--- config.mk ---
export PLATFORM = sky130hd
export DESIGN_NAME = dlcf_front
export DESIGN_NICKNAME = d
export VERILOG_FILES = /design/src/hdl/dlcf_pkg.sv /design/src/hdl/dlcf_front.sv
export SDC_FILE = /design/constraint.sdc
export NUM_CORES = 1
export LEC_CHECK = 0
export BUFFER_PORTS_ARGS = -buffer_cell sky130_fd_sc_hd__buf_2
export CELL_PAD_IN_SITES_DETAIL_PLACEMENT = 0
export CELL_PAD_IN_SITES_GLOBAL_PLACEMENT = 2
export CORE_MARGIN = 5
export CORE_UTILIZATION = 35
export DETAILED_ROUTE_END_ITERATION = 6
export MAX_ROUTING_LAYER = met4
export PLACE_DENSITY = 0.83
export REMOVE_ABC_BUFFERS = 1
export SETUP_SLACK_MARGIN = 0.4
export SYNTH_ARGS = -nofsm -noshare
export SYNTH_HDL_FRONTEND = slang
export SYNTH_SLANG_ARGS = --single-unit
--- constraint.sdc ---
create_clock -name clk -period 3.3 [get_ports clk]
set_input_delay 0.33 -clock clk [delete_from_list [all_inputs] [get_ports clk]]
set_output_delay 0.33 -clock clk [all_outputs]
set_load 0.005 [all_outputs]
--- src/hdl/dlcf_pkg.sv ---
// ----------------------------------------------------------------------------
// dlcf_pkg
// shared types, codes and sizes of the display list cull filter
// ----------------------------------------------------------------------------
`default_nettype none

package dlcf_pkg;

	localparam int TARGET_DEPTH = 256;
	localparam int SCOPE_DEPTH  = 64;
	localparam int OFF_W        = 24;

	localparam int TA_W  = $clog2(TARGET_DEPTH);
	localparam int PTR_W = TA_W + 1;
	localparam int SA_W  = $clog2(SCOPE_DEPTH);
	localparam int LVL_W = $clog2(SCOPE_DEPTH + 1);

	localparam int ACT_W  = 2;
	localparam int KIND_W = 3;
	localparam int STAT_W = 2;

	localparam int IN_FIELDS_W  = 2 * OFF_W + KIND_W;
	localparam int IN_TDATA_W   = ((IN_FIELDS_W + 7) / 8) * 8;
	localparam int OUT_FIELDS_W = 1 + STAT_W;
	localparam int OUT_TDATA_W  = ((OUT_FIELDS_W + 7) / 8) * 8;

	localparam logic [OFF_W-1:0] SENTINEL = '1;

	localparam logic [ACT_W-1:0] ACT_PUSH  = 2'd0;
	localparam logic [ACT_W-1:0] ACT_CMD   = 2'd1;
	localparam logic [ACT_W-1:0] ACT_CLEAR = 2'd2;

	localparam logic [KIND_W-1:0] OP_SAVE    = 3'd0;
	localparam logic [KIND_W-1:0] OP_RESTORE = 3'd1;
	localparam logic [KIND_W-1:0] OP_XFORM   = 3'd2;
	localparam logic [KIND_W-1:0] OP_DRAW    = 3'd3;

	localparam logic [STAT_W-1:0] ST_OK      = 2'd0;
	localparam logic [STAT_W-1:0] ST_STK_OVF = 2'd1;
	localparam logic [STAT_W-1:0] ST_Q_FULL  = 2'd2;
	localparam logic [STAT_W-1:0] ST_UNUSED  = 2'd3;

	typedef enum logic [1:0] {
		IT_PUSH,
		IT_CMD,
		IT_CLEAR,
		IT_NOP
	} item_kind_t;

	typedef struct packed {
		item_kind_t        kind;
		logic [OFF_W-1:0]  offset;
		logic [KIND_W-1:0] op_kind;
		logic [OFF_W-1:0]  rest_off;
	} item_t;

	typedef struct packed {
		logic [OFF_W-1:0] prev_end;
		logic [OFF_W-1:0] restore_at;
		logic             was_replayed;
	} scope_t;

	typedef struct packed {
		logic              valid;
		logic              replay;
		logic [STAT_W-1:0] status;
	} result_t;

endpackage

`default_nettype wire

--- src/hdl/dlcf_front.sv ---
// ----------------------------------------------------------------------------
// dlcf_front
// accepts input words, classifies them and holds them in a two-entry queue
// ----------------------------------------------------------------------------
`default_nettype none

module dlcf_front (
	input  wire logic                         clk,
	input  wire logic                         arst_n,
	input  wire logic                         s_valid,
	output logic                              s_ready,
	input  wire logic [dlcf_pkg::ACT_W-1:0]   s_action,
	input  wire logic [dlcf_pkg::OFF_W-1:0]   s_offset,
	input  wire logic [dlcf_pkg::KIND_W-1:0]  s_op_kind,
	input  wire logic [dlcf_pkg::OFF_W-1:0]   s_rest_off,
	output logic                              q_valid,
	output dlcf_pkg::item_t                   q_item,
	input  wire logic                         q_pop
);
	import dlcf_pkg::*;

	item_t      fifo_q [2];
	logic       wr_ptr_q;
	logic       rd_ptr_q;
	logic [1:0] count_q;
	item_t      new_item;
	logic       push;
	logic       pop;

	always_comb begin
		new_item.offset   = s_offset;
		new_item.op_kind  = s_op_kind;
		new_item.rest_off = s_rest_off;
		case (s_action)
			ACT_PUSH:  new_item.kind = IT_PUSH;
			ACT_CMD:   new_item.kind = IT_CMD;
			ACT_CLEAR: new_item.kind = IT_CLEAR;
			default:   new_item.kind = IT_NOP;
		endcase
	end

	assign s_ready = count_q != 2'd2;
	assign q_valid = count_q != 2'd0;
	assign q_item  = fifo_q[rd_ptr_q];
	assign push    = s_valid && s_ready;
	assign pop     = q_pop && q_valid;

	always_ff @(posedge clk) begin
		if (push) begin
			fifo_q[wr_ptr_q] <= new_item;
		end
	end

	always_ff @(posedge clk or negedge arst_n) begin
		if (!arst_n) begin
			wr_ptr_q <= 1'b0;
			rd_ptr_q <= 1'b0;
			count_q  <= 2'd0;
		end else begin
			if (push) begin
				wr_ptr_q <= !wr_ptr_q;
			end
			if (pop) begin
				rd_ptr_q <= !rd_ptr_q;
			end
			case ({push, pop})
				2'b10:   count_q <= count_q + 2'd1;
				2'b01:   count_q <= count_q - 2'd1;
				default: count_q <= count_q;
			endcase
		end
	end

endmodule

`default_nettype wire

# --- After elaboration in Yosys (flattened, before gate mapping) ---
# Memories as Yosys holds them, arrays and structs flattened.
# Index checks and enable logic that the tools add are counted.
classes:
  add_sub_neg: 2
  n_eq_ne: 5
  mux: 4
  reduce_logical: 7
op_table:
  columns: ["op", "count"]
  rows:
  - ["one-hot mux 2 bit (3 select lines)", 1]
  - ["equality test 2 x 1 -> 1 bit (second input constant)", 2]
  - ["equality test 2 bit (second input constant)", 2]
  - ["one-hot mux 2 bit (2 select lines)", 1]
  - ["nonzero test 2 bit", 2]
  - ["adder 2 x 1 -> 2 bit (second input constant)", 1]
  - ["logical AND 1 bit", 2]
  - ["zero test 1 bit", 2]
  - ["zero test 2 bit", 1]
  - ["two-way mux 1 bit", 2]
  - ["inequality test 2 bit (second input constant)", 1]
  - ["subtractor 2 x 1 -> 2 bit (second input constant)", 1]
word_totals:
  ff_bits: 4
  ramBits: 106
  in_bits: 57
  output_inout_bits: 55
  word_cells: 22
  mem_count: 1
mem_list:
  columns: ["memory", "words", "width", "rd", "rd_clocked_by_memory_dff", "write_ports", "line", "text"]
  rows:
  - ["fifo_q", 2, 53, 1, 0, 1, "dlcf_front.sv:22", "item_t fifo_q [2];"]

# --- Logic depth before layout (Yosys ltp) ---
# Gate-level depths: netlist (run 1).
depth:
  ltp_word: 4
  ltp_mapped: 6
  mapped_depth_nobuf: 6

# --- Worst setup path after synthesis (run 1) ---
# OpenSTA, ideal clock, no wires.
synth_path:
  path_type: "register to register"
  startpoint: "register count_q[0]"
  endpoint: "memory fifo_q[0][0] (netlist name), enable pin"
  setup_ps: 464
  arrival_time_ps: 2878
  required_ps: 2836
  setup_slack_ps: -42
  stages_incl_launch_ff: 4
  n_path_buf: 0
  period_less_slack_ps: 3342
  cell_sequence: "dfrtp_1 -> nand2b_1 -> nand2_1 -> nor2_1"
synth_via:
  elab_chain_cells: 4
synth_lines:
  columns: ["item", "line", "text"]
  rows:
  - ["from (decl)", "dlcf_front.sv:25", "logic [1:0] count_q;"]
  - ["from (signal assigned)", "dlcf_front.sv:67", "2'b10: count_q <= count_q + 2'd1;"]
  - ["from (signal assigned)", "dlcf_front.sv:68", "2'b01: count_q <= count_q - 2'd1;"]
  - ["from (signal assigned)", "dlcf_front.sv:69", "default: count_q <= count_q;"]
  - ["inequality test 2 bit", "dlcf_front.sv:42", "assign s_ready = count_q != 2'd2;"]
  - ["net s_ready", "dlcf_front.sv:11", "output logic s_ready,"]
  - ["logical AND 1 bit", "dlcf_front.sv:45", "assign push = s_valid && s_ready;"]
  - ["two-way mux 1 bit", "dlcf_front.sv:49", "if (push) begin"]
  - ["two-way mux 1 bit (implied by the code)", "dlcf_front.sv:50", "fifo_q[wr_ptr_q] <= new_item;"]
  - ["to (decl)", "dlcf_front.sv:22", null]
# The timed path passes the listed nets, and every way through them passes these cells.

==> flow_summary_export.csv, run 1 <==
group,metric,value,unit
drt,vias_per_cell,4.38,
run,drv_cap,0,
floorplanning,initial_core_util,35.5,%
floorplanning,rows,40,
pwr,vdd_drop_max,0.000471,V
critical_path,critPathBufInv,1,
synthesis,synth_seq_cells,110,
drt,totalWireLength,6950,um
timing,fin_crit_sh,69.5,%
floorplanning,dieWidth,120,um
critical_path,reg2regPathDepth,4,
cts,clkTransAtPathRegs,70,ps
timing,slew_violations,0,
final_layout,antenna_cells,0,
pwr,leakage,2.08,nW
final_layout,final_cell_mix,"111 x buf_2, 106 x edfxtp_1, 49 x mux2_4, 9 x clkbuf_16, 4 x mux2_2",
synthesis,synth_compound_area_share,0,%
final_layout,layout_commonest_cell,"buf_2",
timing,fin_skew,6.47,ps
pwr,power_density,836,nW/um^2
synthesis,synth_area_per_cell,23.0,sq um
timing,rsz0062_at_grt,"no",
worst_hold_path,hold_start,"s_rest_off[2]",
floorplanning,io_pins,112,
cts,cts-root-buf,"clkbuf_16",
critical_path,cpPeakStageDelay,1080,ps
drt,drc,0,
final_layout,drive_above_1_share,59.7,%
drt,drt_iter0_drc,58,
timing,slew-limit-headroom,33.9,%
timing,fmax,436,MHz
worst_hold_path,hold_path_depth,1,
global_routing,track_usage,10.0,%
drt,vias,1981,
critical_path,end_kind,"output port",
critical_path,r2r-start,"count_q[0]",
drt,drtPass1Iterations,4,
drt,routedWlPerCell,15.4,um
synthesis,netlist_area,4230,sq um
synthesis,synth_xor_area_share,1.03,%
synthesis,synthMuxAreaShare,18.4,%
drt,ant_nets,0,
placed_design,post-dp-hpwl,4630,um
worst_hold_path,hold_path_class,"input pin to register",
synthesis,synthAdderAreaFrac,0.296,%
cts,cts_tree,"built",
critical_path,r2r-end,"fifo_q[0][49]",
synthesis,synth-simple-area-share,0.916,%
global_routing,grt_pass1_vias,2113,
timing,hold_slack,181,ps
floorplanning,core,11900,sq um
synthesis,synth.distinct_cells,15,
timing,min_period,2290,ps
final_layout,nets,359,
floorplanning,fp.dieH,120,um
synthesis,postSynthCellCount,184,
placed_design,port_buffers,111,
final_layout,area_delta_synth_final,23.2,%
global_routing,grt_antenna_before_repair,0,
critical_path,cp_top_family,"flip-flops",
cts,clockBufferDepth,2,
critical_path,critPathKind,"register to output port",
cts,post_cts_buffers,0,
synthesis,synth_top_family_by_area,"multiplexers",
synthesis,synth_warnings,0,
critical_path,cp-start-kind,"register",
timing,hold_viol,0,
cts,cts_made_buffers,9,
critical_path,worst_ep_arrival_time,1960,ps
synthesis,yosysSeqAreaShare,77.5,%
pwr,p_total,4.36,mW
critical_path,crit_slowest_cell,"dfrtp_4",
cts,post_cts_resized,0,
global_routing,grt_overflow,0,
critical_path,crit_path_cell_trace,"mux2_2 > buf_2",
cts,clk_latency,330,ps
placed_design,gp_congestion,0.647,
critical_path,path_max_fanout,54,
global_routing,grt_max_degree,55,
critical_path,worst_ep_required_time,2970,ps
floorplanning,die-area,14400,sq um
timing,tightest_slew,992,ps
timing,finalSetupViolCount,0,
global_routing,grt_pass1_wl,10700,um
cts,cts.sinks,110,
cts,h-tree-depth,3,
critical_path,rrSetupSlack,1410,ps
status,status,"completed",
worst_hold_path,holdPathEnd,"fifo_q[0][2]",
[flip-flops by register name, indices dropped and copies added, names as in the netlist]
name      cells
rd_ptr_q      1
wr_ptr_q      1
fifo_q      106
count_q       2
[cell type report]
cell class / count / area, sq um
Clock buffer: 10 / 229
Clock inverter: 5 / 26.3
Fill cell: 1066 / 6700
Multi-Input combinational cell: 66 / 885
Sequential cell: 110 / 3290
Tap cell: 147 / 184
Timing Repair Buffer: 114 / 606
[how the worst max path moves through the flow]
stage,slack [ps],cells after the start,startpoint,end
3_5_place_dp,1330,2,rd_ptr_q,q_item[0]
2_1_floorplan,-40,3,count_q[0],fifo_q[0][0]
5_1_grt,910,2,rd_ptr_q,q_item[52]
4_1_cts,960,2,rd_ptr_q,q_item[0]
3_3_place_gp,1320,2,rd_ptr_q,q_item[0]
6_report,1010,2,rd_ptr_q,q_item[0]
[synth_stat cells]
library cell	number	share of area (%)
buf_6	6	1.6
mux2_4	49	17
clkbuf_1	2	0.18
nor2_1	2	0.18
mux2_2	4	1.1
and2_4	1	0.21
nand2_1	1	0.089
xor2_1	2	0.41
ha_1	1	0.30
dfrtp_1	4	2.4
xnor2_1	3	0.62
or2_1	1	0.15
nand2b_1	1	0.15
edfxtp_1	106	75
and3_1	1	0.15
[power breakdown]
group / switching (mW) / internal (mW)
clock network: 0.438 / 0.503
registers: 0.257 / 1.91
logic: 0.464 / 0.786
total: 1.16 / 3.20
[what timing repair did]
action	CTS	global route
hold buffers	1	0
endpoints found under the setup margin	0	0
hold endpoints to repair	4	0
[logic make-up (layout without fill, tap and decap cells)]
kind of cell               count (synthesis)  after routing
muxes                                     53             53
DFF                                      110            110
xor gates and xnor gates                   5              5
adders and majority gates                  1              1
buffers and inverters                      8            129
and+or+nand+nor                            7              7
[through the flow]
step	setup WS [ps]	util [%]	TNS (ps)	std cells	area, sq um
finish	1010	43.8	0	452	5220
detailed placement	1330	41.6	0	436	4950
CTS	955	43.8	0	452	5220
global placement	1320	41.6	0	436	4950
global route	905	43.8	0	452	5220
floorplan	-41.8	-	-2210	176	4160
[metal layers]
layer  global-route usage [%]  vias to the layer above  part of all wire (%)
met2                     16.4                       65                    51
met5                        -                        -                     0
met3                     3.91                        5                   7.3
met1                     11.2                      960                    41
met4                     3.44                        0                   1.1
li1                         -                      951                     -
(Power assumes the default switching activity.)
==> inputs of run 2 (changes only) <==
--- a/config.mk
+++ b/config.mk
@@ -9,10 +9,10 @@
 export CELL_PAD_IN_SITES_DETAIL_PLACEMENT = 0
 export CELL_PAD_IN_SITES_GLOBAL_PLACEMENT = 2
 export CORE_MARGIN = 5
-export CORE_UTILIZATION = 35
+export CORE_UTILIZATION = 38
 export DETAILED_ROUTE_END_ITERATION = 6
 export MAX_ROUTING_LAYER = met4
-export PLACE_DENSITY = 0.83
+export PLACE_DENSITY = 0.85
 export REMOVE_ABC_BUFFERS = 1
 export SETUP_SLACK_MARGIN = 0.4
 export SYNTH_ARGS = -nofsm -noshare
==> constraint.sdc (replaced) <==
create_clock -name clk -period 2.2 [get_ports clk]
set_input_delay 0.22 -clock clk [delete_from_list [all_inputs] [get_ports clk]]
set_output_delay 0.22 -clock clk [all_outputs]
set_load 0.005 [all_outputs]
==> run 2 against run 1 <==
Count of clock-buffer cells in the layout shrank 1. Hold slack worse by 150 ps. Register-to-register slack got worse by 760 ps. Global-route usage rose by 1.2 points. Critical path depth increased by 1. Die area shrank 7.2%. First-iteration DRC count is 10% higher. Sequential share of layout area unchanged. Critical path type unchanged. Largest cell class unchanged.
==> flow_summary_export.csv, run 2 (synthesized netlist as in run 1, its figures left out) <==
group,metric,value,unit
drt,vias_per_cell,4.42,
final_layout,final-seq-area,3290,sq um
global_routing,grt_pass1_wl,10600,um
floorplanning,io_pins,112,
final_layout,area_delta_synth_final,23.2,%
floorplanning,die-area,13400,sq um
global_routing,grt_antenna_before_repair,2,
cts,clk_latency,360,ps
drt,vias,2000,
critical_path,cp-start-kind,"register",
floorplanning,fp.dieH,116,um
final_layout,multi_input_area,885,sq um
final_layout,layout_commonest_cell,"buf_2",
cts,cts.sinks,110,
timing,min_period,1790,ps
pwr,p_total,6.43,mW
final_layout,fill_cells,926,
pwr,leakage,2.08,nW
final_layout,final_cell_mix,"111 x buf_2, 106 x edfxtp_1, 49 x mux2_4, 9 x clkbuf_8, 4 x mux2_2",
floorplanning,rows,38,
global_routing,grt_overflow,0,
floorplanning,initial_core_util,38.9,%
floorplanning,dieWidth,116,um
timing,finalSetupViolCount,0,
critical_path,cp_top_family,"flip-flops",
critical_path,crit_slowest_cell,"dfrtp_4",
global_routing,grt_pass1_vias,2178,
timing,tightest_slew,408,ps
final_layout,drive_above_1_share,61.3,%
run,drv_cap,0,
timing,setup_slack,414,ps
timing,hold_viol,0,
cts,clkTransAtPathRegs,100,ps
drt,met2_length,3730,um
placed_design,port_buffers,111,
cts,cts_tree,"built",
floorplanning,core,10900,sq um
timing,fin_skew,7.80,ps
final_layout,nets,364,
critical_path,critPathBufInv,2,
cts,cts-root-buf,"clkbuf_8",
critical_path,crit_path_cell_trace,"clkbuf_16 > mux2_4 > buf_2",
timing,slew_violations,0,
status,status,"completed",
placed_design,post-dp-hpwl,4920,um
timing,fin_crit_sh,81.2,%
pwr,power_density,1230,nW/um^2
critical_path,end_kind,"output port",
critical_path,path_max_fanout,13,
final_layout,largest_register,"fifo_q",
final_layout,reg_top3,"fifo_q x106, count_q x2",
critical_path,cpPeakStageDelay,550,ps
final_layout,final_cells,452,
timing,rsz0062_at_grt,"yes",
critical_path,worst_ep_arrival_time,1570,ps
global_routing,grt_max_degree,52,
critical_path,critPathKind,"register to output port",
drt,drt_iter0_drc,64,
timing,hold_slack,36.0,ps
drt,dr_wl_met3,567,um
cts,h-tree-depth,3,
worst_hold_path,hold_path_class,"input pin to register",
placed_design,gp_congestion,0.652,
final_layout,largest_reg_flops,106,
timing,fmax,560,MHz
pwr,vdd_drop_max,0.000437,V
cts,clockBufferDepth,2,
global_routing,track_usage,11.2,%
timing,slew-limit-headroom,72.8,%
placed_design,place_inst,432,
timing,finalSetupTns,0,ps
drt,ant_nets,0,
drt,wl_met1,2950,um
drt,routedWlPerCell,16.2,um
drt,top_layer,"met4",
drt,drtPass1Iterations,4,
drt,totalWireLength,7340,um
cts,cts_made_buffers,9,
placed_design,dp_slack,592,ps
critical_path,worst_ep_required_time,1980,ps
drt,drc,0,
## run 2: cell types whose count changed in the layout (fill, tap and decap cells not counted), sizes merged
| cell | change |
|---|---|
| clkinvlp | +2 |
| diode | +2 |
| buf | +4 |
| inv | -1 |
| clkinv | -1 |
| bufinv | +1 |
## run 2: power breakdown
group	total [mW]	leakage (nW)	internal (mW)	switching [mW]
clock	1.16	0.0911	0.518	0.639
combinational	2.25	0.958	1.27	0.984
sequential	3.02	1.03	2.87	0.154
## run 2: metrics by stage
stage          area [sq um]  utilization [%]
6_report               5220             47.9
5_1_grt                5220             47.9
4_1_cts                5190             47.6
3_5_place_dp           4980             45.7
3_3_place_gp           4980             45.7
2_1_floorplan          4160                -
## run 2: what timing repair did
action / CTS / global route
buffers inserted: 1 / 0
hold buffers: 1 / 0
hold endpoints to repair: 4 / 0
endpoints found under the setup margin: 41 / 42
gates resized for setup: 1 / 0
gates cloned: 0 / 1
## run 2: layer usage
layer | vias to the layer above | GRT usage [%]
met5 | - | -
met4 | 0 | 5.63
met3 | 11 | 3.81
met2 | 68 | 18.5
met1 | 958 | 12.1
li1 | 963 | -
## run 2: cell type report
| cell class | count | share of cell area (%) |
|---|---|---|
| multi-input cells | 66 | 17.0 |
| clock buffers | 9 | 2.37 |
| repair buffers | 119 | 13.0 |
| diodes | 2 | 0.0959 |
| flip-flops and latches | 110 | 63.0 |
| clock inverters | 6 | 1.22 |
| well taps | 140 | 3.36 |
## run 2: worst paths after layout
kind	from	to	slack, ps	cells past startpoint
max	rd_ptr_q	q_item[12]	410	3
min	s_offset[3]	fifo_q[1][30]	40	1
max reg2reg	count_q[0]	fifo_q[0][33]	650	4
min reg2reg	count_q[1]	count_q[1]	490	1
max in group asynchronous	arst_n	rd_ptr_q	1890	2
min in group asynchronous	arst_n	wr_ptr_q	180	2
## run 2: worst register-to-register path, stage by stage, from the launching register on
cell	delay, ps
dfrtp_1	410
nand2b_1	160
nand2_1	140
nor2_4	110
buf_4	370
==> inputs of run 3 (changes only) <==
--- a/config.mk
+++ b/config.mk
@@ -9,10 +9,10 @@
 export CELL_PAD_IN_SITES_DETAIL_PLACEMENT = 0
 export CELL_PAD_IN_SITES_GLOBAL_PLACEMENT = 2
 export CORE_MARGIN = 5
-export CORE_UTILIZATION = 38
+export CORE_UTILIZATION = 35
 export DETAILED_ROUTE_END_ITERATION = 6
 export MAX_ROUTING_LAYER = met4
-export PLACE_DENSITY = 0.85
+export PLACE_DENSITY = 0.83
 export REMOVE_ABC_BUFFERS = 1
 export SETUP_SLACK_MARGIN = 0.4
 export SYNTH_ARGS = -nofsm -noshare
==> constraint.sdc (replaced) <==
create_clock -name clk -period 1.6 [get_ports clk]
set_input_delay 0.16 -clock clk [delete_from_list [all_inputs] [get_ports clk]]
set_output_delay 0.16 -clock clk [all_outputs]
set_load 0.005 [all_outputs]
==> run 3 against run 2 <==
The flow now finishes with violations (negative setup slack). Critical path depth did not move. Hold slack got worse by 26 ps. Count of clock-buffer cells in the layout is 2 higher. Combinational power rose by 140%. Clock skew is 1.0 ps lower. Non-clock buffer count is 69 higher. Sequential power rose by 38%. Register-to-register slack worse by 560 ps. First-iteration DRC count increased by 9.4%. Via count rose by 16%. Largest power group is now combinational logic. Worst setup slack got worse by 510 ps.
==> flow_summary_export.csv, run 3 (synthesized netlist as in run 1, its figures left out) <==
group,metric,value,unit
floorplanning,fp.dieH,120,um
critical_path,end_kind,"output port",
critical_path,crit_slowest_cell,"dfrtp_4",
global_routing,met3_usage,2.69,%
critical_path,rrSetupSlack,90,ps
run,drv_cap,0,
global_routing,use_met1,15.0,%
timing,finalSetupViolCount,52,
floorplanning,initial_core_util,35.5,%
final_layout,stdcell_area,6630,sq um
global_routing,use_met2,20.1,%
critical_path,cpPeakStageDelay,560,ps
drt,ant_nets,0,
global_routing,track_usage,12.5,%
drt,drtPass1Iterations,4,
status,violations,"negative setup slack",
critical_path,cp-start-kind,"register",
critical_path,critPathKind,"register to output port",
cts,cts-root-buf,"clkbuf_16",
floorplanning,core,11900,sq um
pwr,power_density,1740,nW/um^2
cts,cts_tree,"built",
drt,vias_per_cell,4.39,
final_layout,largest_reg_flops,106,
drt,totalWireLength,8470,um
placed_design,place_inst,441,
final_layout,reg_top3,"fifo_q x106, count_q x2",
cts,clk_latency,340,ps
cts,cts.sinks,110,
final_layout,antenna_cells,0,
placed_design,port_buffers,111,
final_layout,post-route-util,55.7,%
status,status,"finished with violations",
drt,drt_iter0_drc,70,
critical_path,crit_path_cell_trace,"buf_12 > mux2_4 > buf_6",
critical_path,cp_top_family,"flip-flops",
cts,cts_made_buffers,9,
final_layout,drive_above_1_share,60.8,%
placed_design,place_area,5050,sq um
timing,setup_slack,-99.8,ps
global_routing,grt_antenna_before_repair,0,
cts,clockBufferDepth,2,
timing,fin_skew,6.77,ps
final_layout,layout_commonest_cell,"edfxtp_1",
critical_path,worst_ep_required_time,1440,ps
timing,rsz0062_at_grt,"yes",
drt,routedWlPerCell,16.1,um
cts,clkTransAtPathRegs,70,ps
timing,tightest_slew,179,ps
placed_design,gp_congestion,0.687,
global_routing,grt_pass1_vias,2520,
final_layout,largest_register,"fifo_q",
timing,fmax,588,MHz
final_layout,nets,433,
drt,vias,2312,
floorplanning,rows,40,
final_layout,final_cell_mix,"106 x edfxtp_1, 67 x buf_2, 55 x buf_6, 50 x mux2_4, 32 x dlygate4sd3_1",
pwr,leakage,2.68,nW
floorplanning,dieWidth,120,um
timing,min_period,1700,ps
final_layout,final_cells,527,
critical_path,critPathBufInv,2,
pwr,vdd_drop_max,0.000831,V
timing,slew-limit-headroom,88.0,%
global_routing,grt_max_degree,18,
placed_design,dp_slack,84.0,ps
critical_path,path_max_fanout,17,
global_routing,grt_pass1_wl,13200,um
worst_hold_path,hold_path_class,"input pin to register",
cts,h-tree-depth,3,
global_routing,grt_busiest_layer,"met2",
final_layout,area_delta_synth_final,56.6,%
timing,slew_violations,0,
timing,fin_crit_sh,106,%
placed_design,post-dp-hpwl,5080,um
timing,hold_viol,0,
critical_path,worst_ep_arrival_time,1540,ps
floorplanning,io_pins,112,
global_routing,grt_overflow,0,
drt,drc,0,
floorplanning,die-area,14400,sq um
[run 3: changes by cell type in the layout (fill, tap and decap cells not counted), sizes merged]
cell,change
buf,+37
bufinv,-1
clkbuf,+3
clkinv,-2
clkinvlp,+1
diode,-2
dlygate4sd3,+31
inv,+1
[run 3: layout make-up]
cell class | instances | area [sq um]
tap | 147 | 184
sequential | 110 | 3290
fill | 918 | 5280
timing repair buffer | 188 | 1960
clock inverter | 5 | 35.0
multi-input combinational | 66 | 935
clock buffer | 11 | 233
[run 3: layer usage]
metal / vias up / wire length [um]
met4: 0 / 165
met2: 64 / 4280
met3: 12 / 404
li1: 1103 / -
met5: - / 0
met1: 1133 / 3610
[run 3: what timing repair did]
action | in CTS | in global routing
endpoints found under the setup margin | 163 | 164
pin swaps | 6 | 5
gates resized for setup | 75 | 6
gates cloned | 10 | 2
hold endpoints to repair | 66 | 0
buffers inserted | 24 | 2
hold buffers | 32 | 0
[run 3: power breakdown]
part,leakage (nW),switching (mW),internal (mW)
clock network,0.120,0.945,1.06
logic,1.53,1.82,3.53
registers,1.03,0.234,3.95
[run 3: per-stage QoR]
stage	hold WS (ps)	TNS [ps]	power, mW
4_1_cts	0.115	-5280	11.5
5_1_grt	0.255	-6250	12.1
3_5_place_dp	-27.6	0	7.46
2_1_floorplan	-136	-178560	6.07
3_3_place_gp	-28.8	0	7.38
6_report	10.3	-4000	11.5
[run 3: path summary, 6_finish.rpt]
kind	from	end	depth (start not counted)
worst max register to register	count_q[1]	count_q[1]	6
worst min register to register	wr_ptr_q	wr_ptr_q	1
worst max-delay path	rd_ptr_q	q_item[20]	3
max in group asynchronous	arst_n	rd_ptr_q	2
min in group asynchronous	arst_n	count_q[0]	2
worst min-delay path	s_rest_off[1]	fifo_q[0][1]	1
